## src/rtl/core/ppis_pkg.sv

```systemverilog
// shared types, widths and codes of the positional pid block
// no dependencies; imported by every module of the block
package ppis_pkg;

    // sample and datapath widths
    localparam int SAMPLE_BITS = 16;
    localparam int ERR_W       = SAMPLE_BITS + 1;
    localparam int DIFF_W      = SAMPLE_BITS + 2;
    localparam int GAIN_W      = 32;
    localparam int SUM_W       = 32;
    localparam int ILIM_W      = 31;
    localparam int DLIM_W      = 47;
    localparam int THR_W       = 16;
    localparam int DRIVE_W     = 48;
    localparam int S_DATA_W    = ((2 * SAMPLE_BITS + 7) / 8) * 8;
    localparam int M_DATA_W    = ((DRIVE_W + 7) / 8) * 8;

    // shared multiplier and fraction datapath
    localparam int MUL_W       = 33;
    localparam int PROD_W      = 2 * MUL_W;
    localparam int ACC_W       = 64;
    localparam int ABS_W       = 63;
    localparam int LO_SHIFT    = MUL_W - 1;
    localparam int LO_PROD_W   = LO_SHIFT + THR_W;
    localparam int DIV_W       = ABS_W + THR_W;
    localparam int CNT_W       = $clog2(DIV_W + 1);

    // apb port
    localparam int APB_DATA_W  = 64;
    localparam int APB_ADDR_W  = 6;
    localparam int REG_IDX_W   = 3;
    localparam int REG_IDX_LSB = 3;

    // register indexes
    typedef enum logic [REG_IDX_W-1:0] {
        REG_GAIN_P,
        REG_GAIN_I,
        REG_GAIN_D,
        REG_INTEGRAL_LIMIT,
        REG_DRIVE_LIMIT,
        REG_SEPARATION_ENABLE,
        REG_BEGIN_THRESHOLD,
        REG_FULL_THRESHOLD
    } ppis_reg_idx_t;

    // integral term selection
    typedef enum logic [1:0] {
        KIND_ZERO,
        KIND_FULL,
        KIND_FRAC
    } ppis_kind_t;

    // sequencer states
    typedef enum logic [3:0] {
        ST_IDLE,
        ST_SUM,
        ST_MUL_P,
        ST_MUL_D,
        ST_MUL_I,
        ST_I_TERM,
        ST_FRAC_LO,
        ST_FRAC_HI,
        ST_DIV_START,
        ST_DIV_WAIT,
        ST_OUT
    } ppis_state_t;

    // configuration as seen by the sequencer
    typedef struct packed {
        logic signed [GAIN_W-1:0] gain_p;
        logic signed [GAIN_W-1:0] gain_i;
        logic signed [GAIN_W-1:0] gain_d;
        logic [ILIM_W-1:0]        integral_limit;
        logic [DLIM_W-1:0]        drive_limit;
        logic                     separation_enable;
        logic [THR_W-1:0]         begin_threshold;
        logic [THR_W-1:0]         full_threshold;
    } ppis_cfg_t;

    // multiplier operands
    typedef struct packed {
        logic signed [MUL_W-1:0] a;
        logic signed [MUL_W-1:0] b;
    } ppis_mul_req_t;

    // divider request and response
    typedef struct packed {
        logic             start;
        logic [DIV_W-1:0] dividend;
        logic [THR_W-1:0] divisor;
    } ppis_div_req_t;

    typedef struct packed {
        logic             done;
        logic [DIV_W-1:0] quotient;
    } ppis_div_rsp_t;

endpackage

```

## src/rtl/core/ppis_mul.sv

```systemverilog
// shared signed multiplier with registered product
// depends on ppis_pkg
module ppis_mul (
    input  logic                              aclk,
    input  ppis_pkg::ppis_mul_req_t           req,
    output logic signed [ppis_pkg::PROD_W-1:0] prod
);
    import ppis_pkg::*;

    logic signed [PROD_W-1:0] prod_reg;

    // one product per cycle, ready the cycle after the operands
    always_ff @(posedge aclk) begin
        prod_reg <= PROD_W'(req.a) * PROD_W'(req.b);
    end

    assign prod = prod_reg;

endmodule

```

## config.mk

```make
export PLATFORM = sky130hd
export DESIGN_NAME = ppis_mul
export DESIGN_NICKNAME = d
export VERILOG_FILES = /design/src/rtl/core/ppis_pkg.sv /design/src/rtl/core/ppis_mul.sv
export SDC_FILE = /design/constraint.sdc
export NUM_CORES = 2
export LEC_CHECK = 0
export BUFFER_PORTS_ARGS = -buffer_cell sky130_fd_sc_hd__buf_2
export CAP_MARGIN = 30
export CORE_MARGIN = 3
export CORE_UTILIZATION = 50
export CTS_CLUSTER_DIAMETER = 150
export DETAILED_ROUTE_END_ITERATION = 10
export HOLD_SLACK_MARGIN = 0.08
export PLACE_DENSITY = 0.69
export SLEW_MARGIN = 30
export SYNTH_ARGS = -nofsm -noshare
export SYNTH_HDL_FRONTEND = slang
export SYNTH_SLANG_ARGS = --single-unit
```

## constraint.sdc

```tcl
create_clock -name aclk -period 8.4 [get_ports aclk]
set_input_delay 0.84 -clock aclk [delete_from_list [all_inputs] [get_ports aclk]]
set_output_delay 0.84 -clock aclk [all_outputs]
set_load 0.02 [all_outputs]
```

==> results.json <==
{
  "routed_wirelength_um": 105800,
  "antenna_left": 0,
  "hold_path_class": "primary input to flip-flop",
  "initial_core_util_pct": 50.49,
  "path_class": "primary input to flip-flop",
  "timing.final.setup_violations": 0,
  "cts-hold-fix-buffers": 0,
  "rsz_0062_raised_after_global_routing": "false",
  "dp.final_hpwl_um": 91810,
  "area_growth_syn_to_layout_pct": 7.071,
  "start_kind": "primary input",
  "first_pass_iters": 5,
  "cts.repair.resized": 0,
  "place.gp.congestion": 0.9069,
  "grtUsageMet2_pct": 46.93,
  "cts-root-to-sink-buffers": 2,
  "ys_types": 80,
  "type_of_element_capturing_the_critical_path": "flip-flop",
  "yosys_register_bits": 66,
  "ys_warn_count": 0,
  "die-height_um": 291.4,
  "tritoncts": "built",
  "dominantRegCellSynth": "sky130_fd_sc_hd__dfxtp_1",
  "cp_data_arrival_time_ps": 8390,
  "dieArea_sq_um": 84930,
  "antennaDiodeCount": 0,
  "maxSlewHeadroom_pct": 45.50,
  "worst_pin_slew_ps": 816.6,
  "drive_above_1_share_pct": 7.921,
  "finalWorstPathRequiredPeriod_ps": 8065,
  "place.port_buffers": 132,
  "core.rowCount": 104,
  "layout.nets": 5855,
  "first_iter_violations": 1450,
  "flip_flop_count_of_the_largest_register_all_copies_and_words_added": 66,
  "wl_per_cell_um": 19.27,
  "vias": 28774,
  "grt.total_usage_pct": 26.58,
  "fin_crit_sh_pct": 96.01,
  "grt_util_met3_pct": 3.593,
  "synth-seq-area-share_pct": 3.244,
  "n_fill_cell": 7357,
  "vias_in_the_first_global_route": 32054,
  "syn_area_sq_um": 40730,
  "synth-edff-count": 0,
  "clock_tree.htree_level_count": 3,
  "vias_per_cell": 5.240,
  "post_cts.repair.setup_buffers": 0,
  "netlist_instances": 4338,
  "route.detailed.drc": 0,
  "final_max_tran_viols": 0,
  "die_x_um": 291.4,
  "clock_tree.root_cell": "sky130_fd_sc_hd__clkbuf_16",
  "grt-ovfl-total": 0,
  "critPathRequiredTime_ps": 8720,
  "finalHoldViolCount": 0,
  "numCtsBuffers": 9,
  "gr-usage-met1_pct": 31.95,
  "i_o_pin_count": 133,
  "numClockSinks": 66,
  "timing.hold.ws_ps": 1136,
  "synthesis.nets": 5767,
  "postSynth.asyncResetShare_pct": 0,
  "cap_violations": 0,
  "crit_fanout": 18,
  "maxClockFrequency_mhz": 124.0,
  "placed_cell_area_sq_um": 43250,
  "clkTransAtPathRegs_ps": 90,
  "antenna_found_initial": 5,
  "status": "finished clean",
  "mean_post_synth_cell_area_sq_um": 9.390,
  "grt_start_max_net_pins": 34,
  "globalRoute.busiestLayer": "met2",
  "grt_pass1_wl_um": 174600,
  "postLayoutCellArea_sq_um": 43610,
  "core_area_sq_um": 80680
}
==> Yosys cell counts, drive strengths merged (6+ instances only) <==
cell type  instances  area (sq um)
xor2              25         219.0
a21o              38         287.8
o21ai             33         172.7
dfxtp             66          1321
o31ai              7         103.8
o21bai            11         82.58
a211oi            11         110.1
nand2            551          2068
buf               13         70.06
and3               6         42.54
and2             563          3525
nor2              68         255.2
inv             1131          4245
fa              1145         22920
nor3               7         35.03
xnor2             43         376.6
ha               217          2715
a211o              6         52.55
o21a               6         45.04
a31oi              9         62.56
a21oi             61         327.8
clkbuf           208         780.8
nand3             26         135.1
nand2b            12         75.07
nand4             12         81.33
==> kinds of logic (layout without fill, tap and decap cells) <==
logic type	Yosys count	in the layout	share of synthesized area [%]
compound gates	219	219	4.067
buf+inv	1352	1445	12.51
flops	66	66	3.244
simple gates	1271	1271	15.78
xor+xnor	68	68	1.462
fa+ha+maj	1362	1362	62.94
==> routing by layer <==
layer / up-vias / wire (um)
met5: - / 0
met2: 863 / 55200
met4: 0 / 6183
met3: 271 / 5031
met1: 15138 / 39410
li1: 12502 / -
==> path summary, 6_finish.rpt <==
check,endpoint,start,cells after the start
setup / recovery,prod[64],req[1],26
hold / removal,prod[0],req[33],3
==> layout by cell type, fill, tap and decap left out, drive strengths merged, types with 3 or more instances in the layout <==
cell / netlist / final
and3: 6 / 6
a21oi: 61 / 61
and2: 563 / 563
o31ai: 7 / 7
or2: 3 / 3
nand2b: 12 / 12
bufinv: 0 / 3
o211ai: 5 / 5
a221oi: 3 / 3
buf: 13 / 294
nand4: 12 / 12
nor2: 68 / 68
fa: 1145 / 1145
a211o: 6 / 6
nor3: 7 / 7
nor2b: 5 / 5
nand3: 26 / 26
clkinv: 0 / 3
inv: 1131 / 1132
o21bai: 11 / 11
xor2: 25 / 25
o21ai: 33 / 33
a31oi: 9 / 9
clkbuf: 208 / 13
dfxtp: 66 / 66
a21o: 38 / 38
o21a: 6 / 6
and4: 5 / 5
nor4: 3 / 3
ha: 217 / 217
nand2: 551 / 551
a21boi: 3 / 3
or3: 3 / 3
xnor2: 43 / 43
a211oi: 11 / 11
==> through the flow <==
stage / setup TNS [ps] / instances / utilization (%) / setup WS, ps
after global placement: -45.17 / 5475 / 53.61 / -45.17
after global routing: 0 / 5491 / 54.06 / 2.736
after floorplan: 0 / 4338 / - / 323.6
final: 0 / 5491 / 54.06 / 334.9
after detailed placement: 0 / 5475 / 53.61 / 5.507
after CTS: 0 / 5491 / 54.05 / 441.0
==> worst max-delay path, stage by stage <==
cell	delay [ps]
sky130_fd_sc_hd__buf_2	260
sky130_fd_sc_hd__and2_1	280
sky130_fd_sc_hd__fa_1	640
sky130_fd_sc_hd__inv_1	140
sky130_fd_sc_hd__fa_1	500
sky130_fd_sc_hd__inv_1	50
sky130_fd_sc_hd__fa_1	510
sky130_fd_sc_hd__inv_1	60
sky130_fd_sc_hd__fa_1	530
sky130_fd_sc_hd__inv_1	60
sky130_fd_sc_hd__fa_1	490
sky130_fd_sc_hd__fa_1	530
sky130_fd_sc_hd__fa_1	500
sky130_fd_sc_hd__inv_1	50
sky130_fd_sc_hd__fa_1	470
sky130_fd_sc_hd__inv_1	40
sky130_fd_sc_hd__ha_1	450
sky130_fd_sc_hd__nand3_1	160
sky130_fd_sc_hd__nor2_1	250
sky130_fd_sc_hd__nand2_1	150
sky130_fd_sc_hd__nor3_1	420
sky130_fd_sc_hd__buf_4	230
sky130_fd_sc_hd__o311ai_4	170
sky130_fd_sc_hd__nand3_2	260
sky130_fd_sc_hd__a211oi_1	110
sky130_fd_sc_hd__a311oi_1	230
==> layout make-up <==
type	count	area, sq um	area share, %
flip-flops and latches	66	1321	3.029
inverters	1131	4245	9.734
clock buffers	9	225.2	0.5164
well taps	1060	1326	3.041
multi-input cells	2920	34320	78.68
repair buffers	298	2054	4.711
clock inverters	7	125.1	0.2869
Power is left out: the tool's default activity adds up to more than one toggle a clock period on the data nets, which glitch-free logic cannot reach.
