[config.mk]
export PLATFORM = sky130hd
export DESIGN_NAME = ppis_div
export DESIGN_NICKNAME = d
export VERILOG_FILES = /design/src/rtl/core/ppis_pkg.sv /design/src/rtl/core/ppis_div.sv
export SDC_FILE = /design/constraint.sdc
export NUM_CORES = 1
export LEC_CHECK = 0
export BUFFER_PORTS_ARGS = -buffer_cell sky130_fd_sc_hd__buf_2
export CORE_ASPECT_RATIO = 1.2
export CORE_UTILIZATION = 38
export CTS_CLUSTER_SIZE = 30
export DETAILED_ROUTE_END_ITERATION = 8
export MAX_ROUTING_LAYER = met4
export SLEW_MARGIN = 20
export SYNTH_ARGS = -nofsm -noshare
export SYNTH_HDL_FRONTEND = slang
export SYNTH_SLANG_ARGS = --single-unit
[constraint.sdc]
create_clock -name aclk -period 2.4 [get_ports aclk]
set_input_delay 0.12 -clock aclk [delete_from_list [all_inputs] [get_ports aclk]]
set_output_delay 0.12 -clock aclk [all_outputs]
set_load 0.05 [all_outputs]
[src/rtl/core/ppis_pkg.sv]
// shared types, widths and codes of the positional pid block
// no dependencies; imported by every module of the block
package ppis_pkg;

    // sample and datapath widths
    localparam int SAMPLE_BITS = 16;
    localparam int ERR_W       = SAMPLE_BITS + 1;
    localparam int DIFF_W      = SAMPLE_BITS + 2;
    localparam int GAIN_W      = 32;
    localparam int SUM_W       = 32;
    localparam int ILIM_W      = 31;
    localparam int DLIM_W      = 47;
    localparam int THR_W       = 16;
    localparam int DRIVE_W     = 48;
    localparam int S_DATA_W    = ((2 * SAMPLE_BITS + 7) / 8) * 8;
    localparam int M_DATA_W    = ((DRIVE_W + 7) / 8) * 8;

    // shared multiplier and fraction datapath
    localparam int MUL_W       = 33;
    localparam int PROD_W      = 2 * MUL_W;
    localparam int ACC_W       = 64;
    localparam int ABS_W       = 63;
    localparam int LO_SHIFT    = MUL_W - 1;
    localparam int LO_PROD_W   = LO_SHIFT + THR_W;
    localparam int DIV_W       = ABS_W + THR_W;
    localparam int CNT_W       = $clog2(DIV_W + 1);

    // apb port
    localparam int APB_DATA_W  = 64;
    localparam int APB_ADDR_W  = 6;
    localparam int REG_IDX_W   = 3;
    localparam int REG_IDX_LSB = 3;

    // register indexes
    typedef enum logic [REG_IDX_W-1:0] {
        REG_GAIN_P,
        REG_GAIN_I,
        REG_GAIN_D,
        REG_INTEGRAL_LIMIT,
        REG_DRIVE_LIMIT,
        REG_SEPARATION_ENABLE,
        REG_BEGIN_THRESHOLD,
        REG_FULL_THRESHOLD
    } ppis_reg_idx_t;

    // integral term selection
    typedef enum logic [1:0] {
        KIND_ZERO,
        KIND_FULL,
        KIND_FRAC
    } ppis_kind_t;

    // sequencer states
    typedef enum logic [3:0] {
        ST_IDLE,
        ST_SUM,
        ST_MUL_P,
        ST_MUL_D,
        ST_MUL_I,
        ST_I_TERM,
        ST_FRAC_LO,
        ST_FRAC_HI,
        ST_DIV_START,
        ST_DIV_WAIT,
        ST_OUT
    } ppis_state_t;

    // configuration as seen by the sequencer
    typedef struct packed {
        logic signed [GAIN_W-1:0] gain_p;
        logic signed [GAIN_W-1:0] gain_i;
        logic signed [GAIN_W-1:0] gain_d;
        logic [ILIM_W-1:0]        integral_limit;
        logic [DLIM_W-1:0]        drive_limit;
        logic                     separation_enable;
        logic [THR_W-1:0]         begin_threshold;
        logic [THR_W-1:0]         full_threshold;
    } ppis_cfg_t;

    // multiplier operands
    typedef struct packed {
        logic signed [MUL_W-1:0] a;
        logic signed [MUL_W-1:0] b;
    } ppis_mul_req_t;

    // divider request and response
    typedef struct packed {
        logic             start;
        logic [DIV_W-1:0] dividend;
        logic [THR_W-1:0] divisor;
    } ppis_div_req_t;

    typedef struct packed {
        logic             done;
        logic [DIV_W-1:0] quotient;
    } ppis_div_rsp_t;

endpackage

[src/rtl/core/ppis_div.sv]
// restoring serial divider, one quotient bit per cycle
// depends on ppis_pkg
module ppis_div (
    input  logic                    aclk,
    input  logic                    aresetn,
    input  ppis_pkg::ppis_div_req_t req,
    output ppis_pkg::ppis_div_rsp_t rsp
);
    import ppis_pkg::*;

    logic             busy_reg;
    logic             done_reg;
    logic [CNT_W-1:0] cnt_reg;
    logic [THR_W-1:0] rem_reg;
    logic [THR_W-1:0] rem_next;
    logic [THR_W-1:0] divisor_reg;
    logic [DIV_W-1:0] quo_reg;
    logic [DIV_W-1:0] quo_next;
    logic [THR_W:0]   shifted;
    logic [THR_W:0]   trial;

    // shift in the next dividend bit and try the subtract
    always_comb begin
        shifted = {rem_reg, quo_reg[DIV_W-1]};
        trial   = shifted - {1'b0, divisor_reg};
        if (shifted >= {1'b0, divisor_reg}) begin
            rem_next = trial[THR_W-1:0];
            quo_next = {quo_reg[DIV_W-2:0], 1'b1};
        end else begin
            rem_next = shifted[THR_W-1:0];
            quo_next = {quo_reg[DIV_W-2:0], 1'b0};
        end
    end

    // control: busy over all dividend bits, done pulse at the end
    always_ff @(posedge aclk) begin
        if (!aresetn) begin
            busy_reg <= 1'b0;
            done_reg <= 1'b0;
            cnt_reg  <= '0;
        end else begin
            done_reg <= !req.start && busy_reg && (cnt_reg == CNT_W'(DIV_W - 1));
            if (req.start) begin
                busy_reg <= 1'b1;
                cnt_reg  <= '0;
            end else if (busy_reg) begin
                cnt_reg <= cnt_reg + 1'b1;
                if (cnt_reg == CNT_W'(DIV_W - 1)) begin
                    busy_reg <= 1'b0;
                end
            end
        end
    end

    // datapath
    always_ff @(posedge aclk) begin
        if (req.start) begin
            rem_reg     <= '0;
            quo_reg     <= req.dividend;
            divisor_reg <= req.divisor;
        end else if (busy_reg) begin
            rem_reg <= rem_next;
            quo_reg <= quo_next;
        end
    end

    assign rsp.done     = done_reg;
    assign rsp.quotient = quo_reg;

endmodule

==> summary.md <==
| Metric | Value |
|---|---|
| Dpl cells | `822` |
| Status | `complete, but fails checks` |
| Synth Cell Area | `0.00583 sq mm` |
| Hold Vio Cnt, Final | `0` |
| Critical R2R Launch | `divisor_reg[2]` |
| H-Tree Depth | `4` |
| Max cap viols | `0` |
| Layout cells sized above 1 | `0.523` |
| Post-synth EDFFs | `95` |
| Yosys top cell by area | `edfxtp_1` |
| Tot GR Track Use | `0.203` |
| Hold Crit Class | `input pin to register` |
| Seq/Total Area, Yosys | `0.575` |
| Clock sink count | `120` |
| Final Max Slew Viols | `0` |
| P_sw | `2.17 mW` |
| CTS Buf Count | `17` |
| Clock Skew | `0.0223 ns` |
| Core ar. | `0.0150 sq mm` |
| Logic gate share of total power | `0.263` |
| Final setup vio count | `2` |
| Startpoint types | `register` |
| Hold Crit Endpoint | `quo_reg[64]` |
| Largest net degree at the start of global routing | `36` |
| Synth top area share | `0.489` |
| Synthesized flop and latch total | `120` |
| Sw frac | `0.310` |
| Util after Layout | `0.569` |
| Global-route wire length before repair | `23.3 mm` |
| Synth Area in Compound Gates | `0.0846` |
| Antenna Nets Post-Route | `0` |
| TNS Setup | `-0.0156 ns` |
| Clock buffer depth | `2` |
| Initial Util | `0.390` |
| IO Port Bufs | `177` |
| Die Ht | `138 microns` |
| Worst path max stage delay | `0.56 ns` |
| Max reg flops | `79` |
| CP required | `2.73 ns` |
| DP Wirelength | `10.6 mm` |
| Vias in the first global route | `4593` |
| Final Cycle Share | `1.00` |
| Reg2Reg Setup Slack | `-0.008 ns` |
| Synth area leaders | `edfxtp_1 (49%), mux2_2 (15%), dfxtp_1 (8.6%), ha_1 (3.9%), mux2i_1 (1.9%)` |
| Worst-Skew Late Latency | `0.42 ns` |
| Worst-path cell with the longest stage delay | `or4_4` |
| Mean routed wirelength per cell | `16.7 microns` |
| Num ports | `178` |
| CP endpoint kind | `register` |
| Post-synth ARST share | `0` |
| Top-count cell post-synth | `edfxtp_1` |
| Reg2reg path depth | `9` |
| Pre-Repair DR Iteration Count | `5` |
| Crit path time final | `2.41 ns` |
| Most instantiated cells after synthesis | `edfxtp_1 (95), mux2_2 (79), nor2_1 (27)` |
| Clock power share | `0.366` |
| Min-delay src | `req[80]` |
| Pleak | `3.53 nW` |
| CTS root buffer | `clkbuf_16` |
| Hold Crit Depth | `2` |
| Setup WS post-layout | `-0.00799 ns` |
| P&R area growth vs syn | `46.1%` |
| CP Class | `register to register` |
| Routed Wire Length | `15.2 mm` |
| Failing checks | `negative setup slack` |
| Pwr/cell area | `823 mW/mm^2` |
| Crit-path cells | `inv_1, ha_4, nand2_4, o21ai_4, a31oi_4, o21ai_4, a31oi_4, or4_4, a311oi_2` |
| Simple-gate share of the synthesized area | `0.0743` |
| Die width | `115 microns` |
| Clock transition at path regs | `0.06 ns` |
| Routed vias | `4527` |
| Syn Nets | `553` |
| Adder-Cell Fraction of Synth Area | `0.0421` |
| Die ar. | `0.0158 sq mm` |
| Routability Congestion | `0.927` |
| Starting DRT DRC Count | `251` |
| Post-Layout Cell Count | `913` |
| Synth Flop Type | `edfxtp_1` |
| XOR/XNOR share of the synthesized area | `0.0195` |
| Synth warn | `0` |
| Mean Syn Cell Area | `13.4 sq um` |
| Crit-path max FO | `8` |
| Antenna violations before repair | `1` |
| RSZ-0062 raised after global routing | `yes` |
| Hold WS | `0.0111 ns` |
| Rel. slew slack | `0.702` |
| Synth unique cells | `54` |
| Fmax | `415 MHz` |
| GRT overflow | `0` |
| Reg2reg end | `rem_reg[15]` |
| Row count | `49` |
| Post-synthesis mux area share | `0.171` |
| Vias per cell | `4.96` |
| Cells after synthesis | `436` |
| Pint | `4.83 mW` |
| DRC viols | `0` |
| Arrival @ worst endpoint | `2.74 ns` |
| Largest family of logic cells by synthesized area | `multiplexers` |
| VDD IR-drop max | `453 uV` |
| CTS tree | `built` |
| Worst slew pin tran | `0.448 ns` |
| Nets | `812` |
| Reg power frac | `0.372` |
-- cells in the final DEF, fill, tap and decap left out, types with 7 or more instances in the layout --
cell type and count:
mux2i_1 11, xor2_1 8, dlygate4sd3_1 47, dfxtp_1 25
a211oi_1 11, ha_4 10, a21o_1 7, clkbuf_16 17
nor2_1 27, a21oi_1 8, mux2_2 79, nand2_1 16
edfxtp_1 95, buf_2 176, buf_4 37, inv_1 16
-- how the worst max path moves through the flow --
stage / to / startpoint / cells after the start / slack (ns)
6_report: rem_reg[15] / divisor_reg[2] / 9 / -0.008
5_1_grt: rem_reg[14] / divisor_reg[0] / 9 / -0.12
4_1_cts: rem_reg[15] / divisor_reg[6] / 9 / 0.01
3_5_place_dp: rem_reg[6] / divisor_reg[2] / 10 / -0.03
3_3_place_gp: rem_reg[10] / divisor_reg[12] / 9 / 0.05
2_1_floorplan: rem_reg[14] / quo_reg[78] / 10 / -0.20
-- metal layers --
metal / share of wire / GRT usage
met4: 0.012 / 0.0700
met5: 0 / -
met1: 0.41 / 0.227
met3: 0.055 / 0.0607
met2: 0.52 / 0.345
-- cells by family after synthesis --
logic type	after synthesis
compound gates	63
xor+xnor	13
fa+ha+maj	19
buf+inv	44
flops	120
mux	90
simple gates	87
-- area by class of cell --
type                            instances  area [sq um]
Tap cell                              204           255
Clock buffer                           19           433
Antenna cell                            1          2.50
Multi-Input combinational cell        272          2570
Clock inverter                         13           154
Inverter                               21          78.8
Sequential cell                       120          3350
Fill cell                            1263          6440
Timing Repair Buffer                  263          1670
-- per-stage QoR --
| step | area, sq um | worst slack [ns] | power, mW |
|---|---|---|---|
| floorplan | 5880 | -0.203 | 3.79 |
| global placement | 7130 | 0.0520 | 4.22 |
| detailed placement | 7130 | -0.0277 | 4.24 |
| CTS | 8170 | 0.0130 | 6.89 |
| global route | 8520 | -0.120 | 7.28 |
| finish | 8520 | -0.00799 | 7.01 |
-- critical path: cells and delay by family, from the launching register on --
| kind | cells | cell delay (ns) |
|---|---|---|
| buffers and inverters | 1 | 0.07 |
| adders and majority gates | 1 | 0.31 |
| AOI/OAI and AO/OA | 5 | 1.00 |
| and+or+nand+nor | 2 | 0.62 |
| DFF | 1 | 0.31 |
-- power by group through the flow --
stage               logic [mW]  registers (mW)  clock network (mW)
floorplan                0.667            3.12                   0
global placement          1.58            2.63                   0
detailed placement        1.60            2.64                   0
CTS                       1.67            2.60                2.61
global route              1.95            2.63                2.70
finish                    1.84            2.61                2.56
-- timing repair --
action | 4_1_cts | 5_1_grt
hold buffers | 43 | 4
hold endpoints to repair | 43 | 4
gates cloned | 0 | 0
pin swaps | 2 | 24
endpoints found under the setup margin | 8 | 11
resized for setup | 4 | 43
setup buffers | 0 | 11
Power figures use the tool's default switching activity.
