## config.mk

```make
export PLATFORM = sky130hd
export DESIGN_NAME = ppis_ctrl
export DESIGN_NICKNAME = d
export VERILOG_FILES = /design/src/rtl/core/ppis_pkg.sv /design/src/rtl/core/ppis_ctrl.sv
export SDC_FILE = /design/constraint.sdc
export NUM_CORES = 2
export LEC_CHECK = 0
export BUFFER_PORTS_ARGS = -buffer_cell sky130_fd_sc_hd__buf_2
export CAP_MARGIN = 40
export CORE_MARGIN = 10
export CORE_UTILIZATION = 53
export DETAILED_ROUTE_END_ITERATION = 10
export PLACE_DENSITY = 0.78
export REMOVE_ABC_BUFFERS = 1
export SETUP_SLACK_MARGIN = 0.5
export SKIP_LAST_GASP = 1
export SLEW_MARGIN = 20
export SYNTH_ARGS = -nofsm -noshare
export SYNTH_HDL_FRONTEND = slang
export SYNTH_SLANG_ARGS = --single-unit
```

## constraint.sdc

```tcl
create_clock -name aclk -period 13.2 [get_ports aclk]
set_clock_uncertainty 0.2 [all_clocks]
set_input_delay 1.98 -clock aclk [delete_from_list [all_inputs] [get_ports aclk]]
set_output_delay 1.98 -clock aclk [all_outputs]
set_load 0.05 [all_outputs]
```

## src/rtl/core/ppis_pkg.sv

```systemverilog
// shared types, widths and codes of the positional pid block
// no dependencies; imported by every module of the block
package ppis_pkg;

    // sample and datapath widths
    localparam int SAMPLE_BITS = 16;
    localparam int ERR_W       = SAMPLE_BITS + 1;
    localparam int DIFF_W      = SAMPLE_BITS + 2;
    localparam int GAIN_W      = 32;
    localparam int SUM_W       = 32;
    localparam int ILIM_W      = 31;
    localparam int DLIM_W      = 47;
    localparam int THR_W       = 16;
    localparam int DRIVE_W     = 48;
    localparam int S_DATA_W    = ((2 * SAMPLE_BITS + 7) / 8) * 8;
    localparam int M_DATA_W    = ((DRIVE_W + 7) / 8) * 8;

    // shared multiplier and fraction datapath
    localparam int MUL_W       = 33;
    localparam int PROD_W      = 2 * MUL_W;
    localparam int ACC_W       = 64;
    localparam int ABS_W       = 63;
    localparam int LO_SHIFT    = MUL_W - 1;
    localparam int LO_PROD_W   = LO_SHIFT + THR_W;
    localparam int DIV_W       = ABS_W + THR_W;
    localparam int CNT_W       = $clog2(DIV_W + 1);

    // apb port
    localparam int APB_DATA_W  = 64;
    localparam int APB_ADDR_W  = 6;
    localparam int REG_IDX_W   = 3;
    localparam int REG_IDX_LSB = 3;

    // register indexes
    typedef enum logic [REG_IDX_W-1:0] {
        REG_GAIN_P,
        REG_GAIN_I,
        REG_GAIN_D,
        REG_INTEGRAL_LIMIT,
        REG_DRIVE_LIMIT,
        REG_SEPARATION_ENABLE,
        REG_BEGIN_THRESHOLD,
        REG_FULL_THRESHOLD
    } ppis_reg_idx_t;

    // integral term selection
    typedef enum logic [1:0] {
        KIND_ZERO,
        KIND_FULL,
        KIND_FRAC
    } ppis_kind_t;

    // sequencer states
    typedef enum logic [3:0] {
        ST_IDLE,
        ST_SUM,
        ST_MUL_P,
        ST_MUL_D,
        ST_MUL_I,
        ST_I_TERM,
        ST_FRAC_LO,
        ST_FRAC_HI,
        ST_DIV_START,
        ST_DIV_WAIT,
        ST_OUT
    } ppis_state_t;

    // configuration as seen by the sequencer
    typedef struct packed {
        logic signed [GAIN_W-1:0] gain_p;
        logic signed [GAIN_W-1:0] gain_i;
        logic signed [GAIN_W-1:0] gain_d;
        logic [ILIM_W-1:0]        integral_limit;
        logic [DLIM_W-1:0]        drive_limit;
        logic                     separation_enable;
        logic [THR_W-1:0]         begin_threshold;
        logic [THR_W-1:0]         full_threshold;
    } ppis_cfg_t;

    // multiplier operands
    typedef struct packed {
        logic signed [MUL_W-1:0] a;
        logic signed [MUL_W-1:0] b;
    } ppis_mul_req_t;

    // divider request and response
    typedef struct packed {
        logic             start;
        logic [DIV_W-1:0] dividend;
        logic [THR_W-1:0] divisor;
    } ppis_div_req_t;

    typedef struct packed {
        logic             done;
        logic [DIV_W-1:0] quotient;
    } ppis_div_rsp_t;

endpackage

```

## src/rtl/core/ppis_ctrl.sv

```systemverilog
// sequencer and datapath of the positional pid block
// depends on ppis_pkg; drives ppis_mul and ppis_div
module ppis_ctrl (
    input  logic                                   aclk,
    input  logic                                   aresetn,
    input  ppis_pkg::ppis_cfg_t                    cfg,
    input  logic                                   s_valid,
    output logic                                   s_ready,
    input  logic signed [ppis_pkg::SAMPLE_BITS-1:0] target,
    input  logic signed [ppis_pkg::SAMPLE_BITS-1:0] measured,
    output logic                                   m_valid,
    input  logic                                   m_ready,
    output logic signed [ppis_pkg::DRIVE_W-1:0]    drive,
    output ppis_pkg::ppis_mul_req_t                mul_req,
    input  logic signed [ppis_pkg::PROD_W-1:0]     mul_prod,
    output ppis_pkg::ppis_div_req_t                div_req,
    input  ppis_pkg::ppis_div_rsp_t                div_rsp
);
    import ppis_pkg::*;

    ppis_state_t state_reg;
    ppis_state_t state_next;

    // sample state
    logic signed [SUM_W-1:0]  error_sum_reg;
    logic signed [DIFF_W-1:0] prev_error_reg;

    // per transaction working registers
    logic signed [ERR_W-1:0]  e_reg;
    logic signed [DIFF_W-1:0] diff_reg;
    ppis_kind_t               kind_reg;
    logic [THR_W-1:0]         num_reg;
    logic [THR_W-1:0]         den_reg;
    logic signed [ACC_W-1:0]  acc_reg;
    logic                     neg_reg;
    logic [ABS_W-1:0]         abs_reg;
    logic [LO_PROD_W-1:0]     frac_lo_reg;

    // output register
    logic                     m_valid_reg;
    logic signed [DRIVE_W-1:0] drive_reg;

    // combinational helpers
    logic [ERR_W-1:0]         mag_c;
    logic [ERR_W-1:0]         begin_c;
    logic [ERR_W-1:0]         full_c;
    ppis_kind_t               kind_c;
    logic                     accumulate_c;
    logic signed [SUM_W:0]    sum_c;
    logic signed [SUM_W:0]    ilim_c;
    logic signed [SUM_W:0]    sum_clamp_c;
    logic [ERR_W-1:0]         num_wide_c;
    logic signed [ACC_W-1:0]  prod_acc_c;
    logic [PROD_W-1:0]        abs_c;
    logic signed [ACC_W-1:0]  quot_c;
    logic signed [ACC_W-1:0]  dlim_c;
    logic signed [ACC_W-1:0]  drive_clamp_c;
    logic                     out_free;

    // error magnitude and separation band
    always_comb begin
        mag_c   = e_reg[ERR_W-1] ? ERR_W'(-e_reg) : ERR_W'(e_reg);
        begin_c = ERR_W'(cfg.begin_threshold);
        full_c  = ERR_W'(cfg.full_threshold);
        accumulate_c = 1'b1;
        kind_c       = KIND_FULL;
        if (cfg.separation_enable) begin
            if (mag_c > begin_c) begin
                accumulate_c = 1'b0;
                kind_c       = KIND_ZERO;
            end else if (mag_c < full_c) begin
                kind_c = KIND_FULL;
            end else if (begin_c > full_c) begin
                kind_c = KIND_FRAC;
            end else begin
                kind_c = KIND_FULL;
            end
        end
        num_wide_c = begin_c - mag_c;
    end

    // integral update with symmetric clamp
    always_comb begin
        if (accumulate_c) begin
            sum_c = (SUM_W+1)'(error_sum_reg) + (SUM_W+1)'(e_reg);
        end else begin
            sum_c = (SUM_W+1)'(error_sum_reg);
        end
        ilim_c = $signed({{(SUM_W+1-ILIM_W){1'b0}}, cfg.integral_limit});
        if (sum_c < -ilim_c) begin
            sum_clamp_c = -ilim_c;
        end else if (sum_c > ilim_c) begin
            sum_clamp_c = ilim_c;
        end else begin
            sum_clamp_c = sum_c;
        end
    end

    // product views, quotient and output clamp
    always_comb begin
        prod_acc_c = $signed(mul_prod[ACC_W-1:0]);
        abs_c      = mul_prod[PROD_W-1] ? PROD_W'(-mul_prod) : PROD_W'(mul_prod);
        quot_c     = $signed({{(ACC_W-ABS_W){1'b0}}, div_rsp.quotient[ABS_W-1:0]});
        dlim_c     = $signed({{(ACC_W-DLIM_W){1'b0}}, cfg.drive_limit});
        if (acc_reg < -dlim_c) begin
            drive_clamp_c = -dlim_c;
        end else if (acc_reg > dlim_c) begin
            drive_clamp_c = dlim_c;
        end else begin
            drive_clamp_c = acc_reg;
        end
    end

    assign out_free = !m_valid_reg || m_ready;

    // next state
    always_comb begin
        state_next = state_reg;
        case (state_reg)
            ST_IDLE:      if (s_valid) state_next = ST_SUM;
            ST_SUM:       state_next = ST_MUL_P;
            ST_MUL_P:     state_next = ST_MUL_D;
            ST_MUL_D:     state_next = ST_MUL_I;
            ST_MUL_I:     state_next = ST_I_TERM;
            ST_I_TERM:    state_next = (kind_reg == KIND_FRAC) ? ST_FRAC_LO : ST_OUT;
            ST_FRAC_LO:   state_next = ST_FRAC_HI;
            ST_FRAC_HI:   state_next = ST_DIV_START;
            ST_DIV_START: state_next = ST_DIV_WAIT;
            ST_DIV_WAIT:  if (div_rsp.done) state_next = ST_OUT;
            ST_OUT:       if (out_free) state_next = ST_IDLE;
            default:      state_next = ST_IDLE;
        endcase
    end

    // outputs: handshake, multiplier operands, divider start
    always_comb begin
        s_ready      = (state_reg == ST_IDLE);
        mul_req.a    = '0;
        mul_req.b    = '0;
        div_req.start    = (state_reg == ST_DIV_START);
        div_req.dividend = {mul_prod[DIV_W-LO_SHIFT-1:0], {LO_SHIFT{1'b0}}}
                           + DIV_W'(frac_lo_reg);
        div_req.divisor  = den_reg;
        case (state_reg)
            ST_MUL_P: begin
                mul_req.a = MUL_W'(cfg.gain_p);
                mul_req.b = MUL_W'(e_reg);
            end
            ST_MUL_D: begin
                mul_req.a = MUL_W'(cfg.gain_d);
                mul_req.b = MUL_W'(diff_reg);
            end
            ST_MUL_I: begin
                mul_req.a = MUL_W'(cfg.gain_i);
                mul_req.b = MUL_W'(error_sum_reg);
            end
            ST_FRAC_LO: begin
                mul_req.a = $signed({1'b0, abs_reg[LO_SHIFT-1:0]});
                mul_req.b = $signed({{(MUL_W-THR_W){1'b0}}, num_reg});
            end
            ST_FRAC_HI: begin
                mul_req.a = $signed({{(MUL_W-(ABS_W-LO_SHIFT)){1'b0}},
                                     abs_reg[ABS_W-1:LO_SHIFT]});
                mul_req.b = $signed({{(MUL_W-THR_W){1'b0}}, num_reg});
            end
            default: begin
            end
        endcase
    end

    // state, sample state and output valid
    always_ff @(posedge aclk) begin
        if (!aresetn) begin
            state_reg      <= ST_IDLE;
            error_sum_reg  <= '0;
            prev_error_reg <= '0;
            m_valid_reg    <= 1'b0;
        end else begin
            state_reg <= state_next;
            if (state_reg == ST_SUM) begin
                error_sum_reg  <= sum_clamp_c[SUM_W-1:0];
                prev_error_reg <= DIFF_W'(e_reg);
            end
            if (state_reg == ST_OUT && out_free) begin
                m_valid_reg <= 1'b1;
            end else if (m_valid_reg && m_ready) begin
                m_valid_reg <= 1'b0;
            end
        end
    end

    // working datapath
    always_ff @(posedge aclk) begin
        case (state_reg)
            ST_IDLE: begin
                if (s_valid) begin
                    e_reg <= ERR_W'(target) - ERR_W'(measured);
                end
            end
            ST_SUM: begin
                diff_reg <= DIFF_W'(e_reg) - prev_error_reg;
                kind_reg <= kind_c;
                num_reg  <= num_wide_c[THR_W-1:0];
                den_reg  <= cfg.begin_threshold - cfg.full_threshold;
            end
            ST_MUL_D: begin
                acc_reg <= prod_acc_c;
            end
            ST_MUL_I: begin
                acc_reg <= acc_reg + prod_acc_c;
            end
            ST_I_TERM: begin
                neg_reg <= mul_prod[PROD_W-1];
                abs_reg <= abs_c[ABS_W-1:0];
                if (kind_reg == KIND_FULL) begin
                    acc_reg <= acc_reg + prod_acc_c;
                end
            end
            ST_FRAC_HI: begin
                frac_lo_reg <= mul_prod[LO_PROD_W-1:0];
            end
            ST_DIV_WAIT: begin
                if (div_rsp.done) begin
                    acc_reg <= neg_reg ? acc_reg - quot_c : acc_reg + quot_c;
                end
            end
            ST_OUT: begin
                if (out_free) begin
                    drive_reg <= drive_clamp_c[DRIVE_W-1:0];
                end
            end
            default: begin
            end
        endcase
    end

    assign m_valid = m_valid_reg;
    assign drive   = drive_reg;

endmodule

```

==> out/summary.txt <==
WL final = 128 mm
Post-synth EDFFs = 293
Hold buffers post-CTS = 0
CP required = 13.46 ns
Slew margin rel. = 0.389
Seq/Total Area, Yosys = 0.284
CTS tree = built
Root Buffer = clkbuf_16
# resized after CTS = 0
Largest family of logic cells by synthesized area = compound AO/OA/AOI/OAI gates
GR Layer Usage met3 = 0.0671
Hold Path Class = reg -> reg
Largest net degree at the start of global routing = 96
Grt met1 use = 0.382
WP buf/inv = 2
Critical path class = in -> reg
Hpwl dp = 101 mm
PD cells = 112 nW/µm²
Post-synth top area share = 0.253
Worst-skew pair later-pin latency = 0.60 ns
Synth Area in Compound Gates = 0.205
Tightest Pin Transition = 0.911 ns
Hold Startpoint = prev_error_reg[12]$_SDFFE_PN0P_
Postcts setup bufs = 0
Met2 GRT Util = 0.542
Post-Synth XOR/XNOR Area = 0.108
Row Count = 93
Core area = 64,700 µm²
Vias in the first global route = 32,761
RSZ-0062 raised after global routing = no
Syn_area_per_cell = 8.35 µm²
CTS Buf Count = 44
Yosys warning count = 0
Crit share post-route = 0.672
Most used routing layer = met2
Post-synthesis simple-gate area fraction = 0.184
Final ANT Viol Nets = 0
Synth top area cells = edfxtp_1 (25%), ha_1 (14%), xnor2_1 (8.3%), nand2_1 (5.3%), o21ai_0 (5.1%)
Final setup vio count = 0
CP Launch Type = input pin
Crit path DAT = 9.13 ns
CP delay by family, top = simple AND/OR/NAND/NOR gates
Drt wl/cell = 23.1 µm
Setup TNS = 0 ns
H-tree Lvls = 2
Slowest CP cell = o31ai_1
Worst Reg-to-Reg Cells = 27
Chip height = 276 µm
First-pass GRT wire length = 192 mm
Distinct cells, synth = 81
P_leak = 17.4 nW
Peak Freq = 0.113 GHz
Gr ovfl total = 0
Die width = 276 µm
Reg clk slew, reported paths = 0.06 ns
DR iter-0 viols = 2,972
Final core occ = 0.616
Crit path time final = 8.87 ns
Max-cap violations = 0
Max reg flops = 64
Crit Path Max Fanout = 8
Final Max Slew Viols = 0
R2r setup slk = 4.50 ns
Share of layout cells above drive strength 1 = 0.168
Crit path cell chain = buf_2, inv_1, ha_1, or3b_4, or3_4, or2_4, or4_4, nand2b_4, or3_4, or3_4, or2_1, or4_4, xnor2_1, o21ai_1, ha_1, nand4_1, o31ai_1, a31oi_1, o31ai_1, a221oi_1, or4_1, nand3_1
Total clock sinks = 347
Post-Syn Area = 34,800 µm²
Number of vias per cell = 6.14
Tot GR Track Use = 0.318
# port buffers = 583
Worst hold path depth = 2
Io pins = 601
DIE AREA = 76,200 µm²
Most Frequent Cell on Critical Path = or3_4
GPL Wtd Cong = 0.976
Max stage delay on crit path = 0.65 ns
First drt pass iteration count = 6
Yosys top cell by area = edfxtp_1
DR vias = 34,011
RR Startpoint = e_reg[1]$_DFFE_PP_
Nature of the critical path endpoint = register
Asr flop ratio synth = 0
Prevailing post-synth register cell = edfxtp_1
Area Growth Syn to Fin = 14.7%
Initial Utilization = 0.537
Adder-cell share of the synthesized area = 0.142
Overall power = 0.00445 W
Initial antenna violation count = 29
Final hold vios = 0
Worst VDD drop = 0.0865 mV
Reg2reg end = error_sum_reg[2]$_SDFFE_PN0P_
Mux cell area share after synthesis = 0.0226
Status = complete, no violations
# DRC = 0
Hold Path End = prev_error_reg[12]$_SDFFE_PN0P_
Final #Nets = 5,407
Cells after synthesis = 4,163
Synthesized flop and latch total = 347
Clock Tree Buf Depth = 3
==> worst max-delay path by stage <==
stage | end | depth (start not counted) | startpoint
6_report | acc_reg[61]$_DFFE_PP_ | 22 | mul_prod[1]
5_1_grt | error_sum_reg[7]$_SDFFE_PN0P_ | 27 | e_reg[1]$_DFFE_PP_
4_1_cts | acc_reg[63]$_DFFE_PP_ | 26 | mul_prod[1]
3_5_place_dp | drive[0]$_DFFE_PP_ | 23 | cfg[34]
3_3_place_gp | error_sum_reg[7]$_SDFFE_PN0P_ | 23 | cfg[26]
2_1_floorplan | drive[0]$_DFFE_PP_ | 21 | cfg[54]
==> worst reg2reg max path: cells and delay by family (launching register included) <==
kind,cells,cell delay [ns]
DFF,1,0.57
AOI/OAI and AO/OA,9,2.20
xor gates and xnor gates,1,0.26
muxes,1,0.43
and+or+nand+nor,9,2.78
adders and majority gates,3,0.91
buffers and inverters,4,1.22
==> cell usage after synthesis, drive strengths merged, types with 53 or more instances <==
master / count
a21o: 119
edfxtp: 293
o21ai: 357
nor3: 118
inv: 262
a21oi: 261
nand2: 493
nand3: 82
clkbuf: 159
nand4: 72
xor2: 99
a221o: 76
xnor2: 328
ha: 384
buf: 53
dfxtp: 54
nor2: 260
==> kinds of logic after synthesis <==
kind of cell | count (synthesis)
compound gates | 1113
xor+xnor | 427
fa+ha+maj | 391
buf+inv | 475
flops | 347
mux | 74
simple gates | 1336
==> layer usage <==
| metal | vias up | part of all wire |
|---|---|---|
| met5 | - | 0.0012 |
| met3 | 296 | 0.093 |
| li1 | 16066 | - |
| met2 | 1658 | 0.48 |
| met1 | 15965 | 0.38 |
| met4 | 26 | 0.046 |
==> cell usage in the layout (no fill, tap or decap), types with 39 or more instances in the layout <==
cell type	count
xor2_1	99
nand2b_1	48
nor3_1	112
dfxtp_1	53
mux2i_1	39
nand3_1	82
a221o_1	76
or3_1	41
o21ai_0	356
buf_2	585
clkbuf_16	46
edfxtp_1	293
nor2b_1	45
nor4_1	48
a21o_1	119
ha_1	384
a21oi_1	260
nand2_1	492
inv_1	261
nand4_1	72
nor2_1	256
xnor2_1	328
==> power by group <==
group,switching [W],internal [W]
combinational,0.00114,0.000707
clock,0.000527,0.000707
sequential,0.0000804,0.00129
total,0.00175,0.00270
==> per-stage QoR <==
| step | setup WS [ns] | hold slack (ns) | cell area (µm²) | cells |
|---|---|---|---|---|
| floorplan | 2.75 | 0.236 | 33800 | 3951 |
| global placement | 3.91 | 0.243 | 38100 | 5419 |
| detailed placement | 3.92 | 0.247 | 38300 | 5432 |
| CTS | 4.50 | 0.255 | 39800 | 5510 |
| global route | 3.93 | 0.274 | 39800 | 5524 |
| finish | 4.33 | 0.255 | 39900 | 5535 |
==> final cells by class <==
cell class	instances	area, µm²
antenna	21	52.6
multi-input combinational	3341	23100
sequential	347	9880
clock inverter	22	216
fill	5755	24800
clock buffer	56	1210
inverter	263	987
tap	855	1070
timing repair buffer	630	3400
Note: power is estimated with default switching activity, not from simulation.
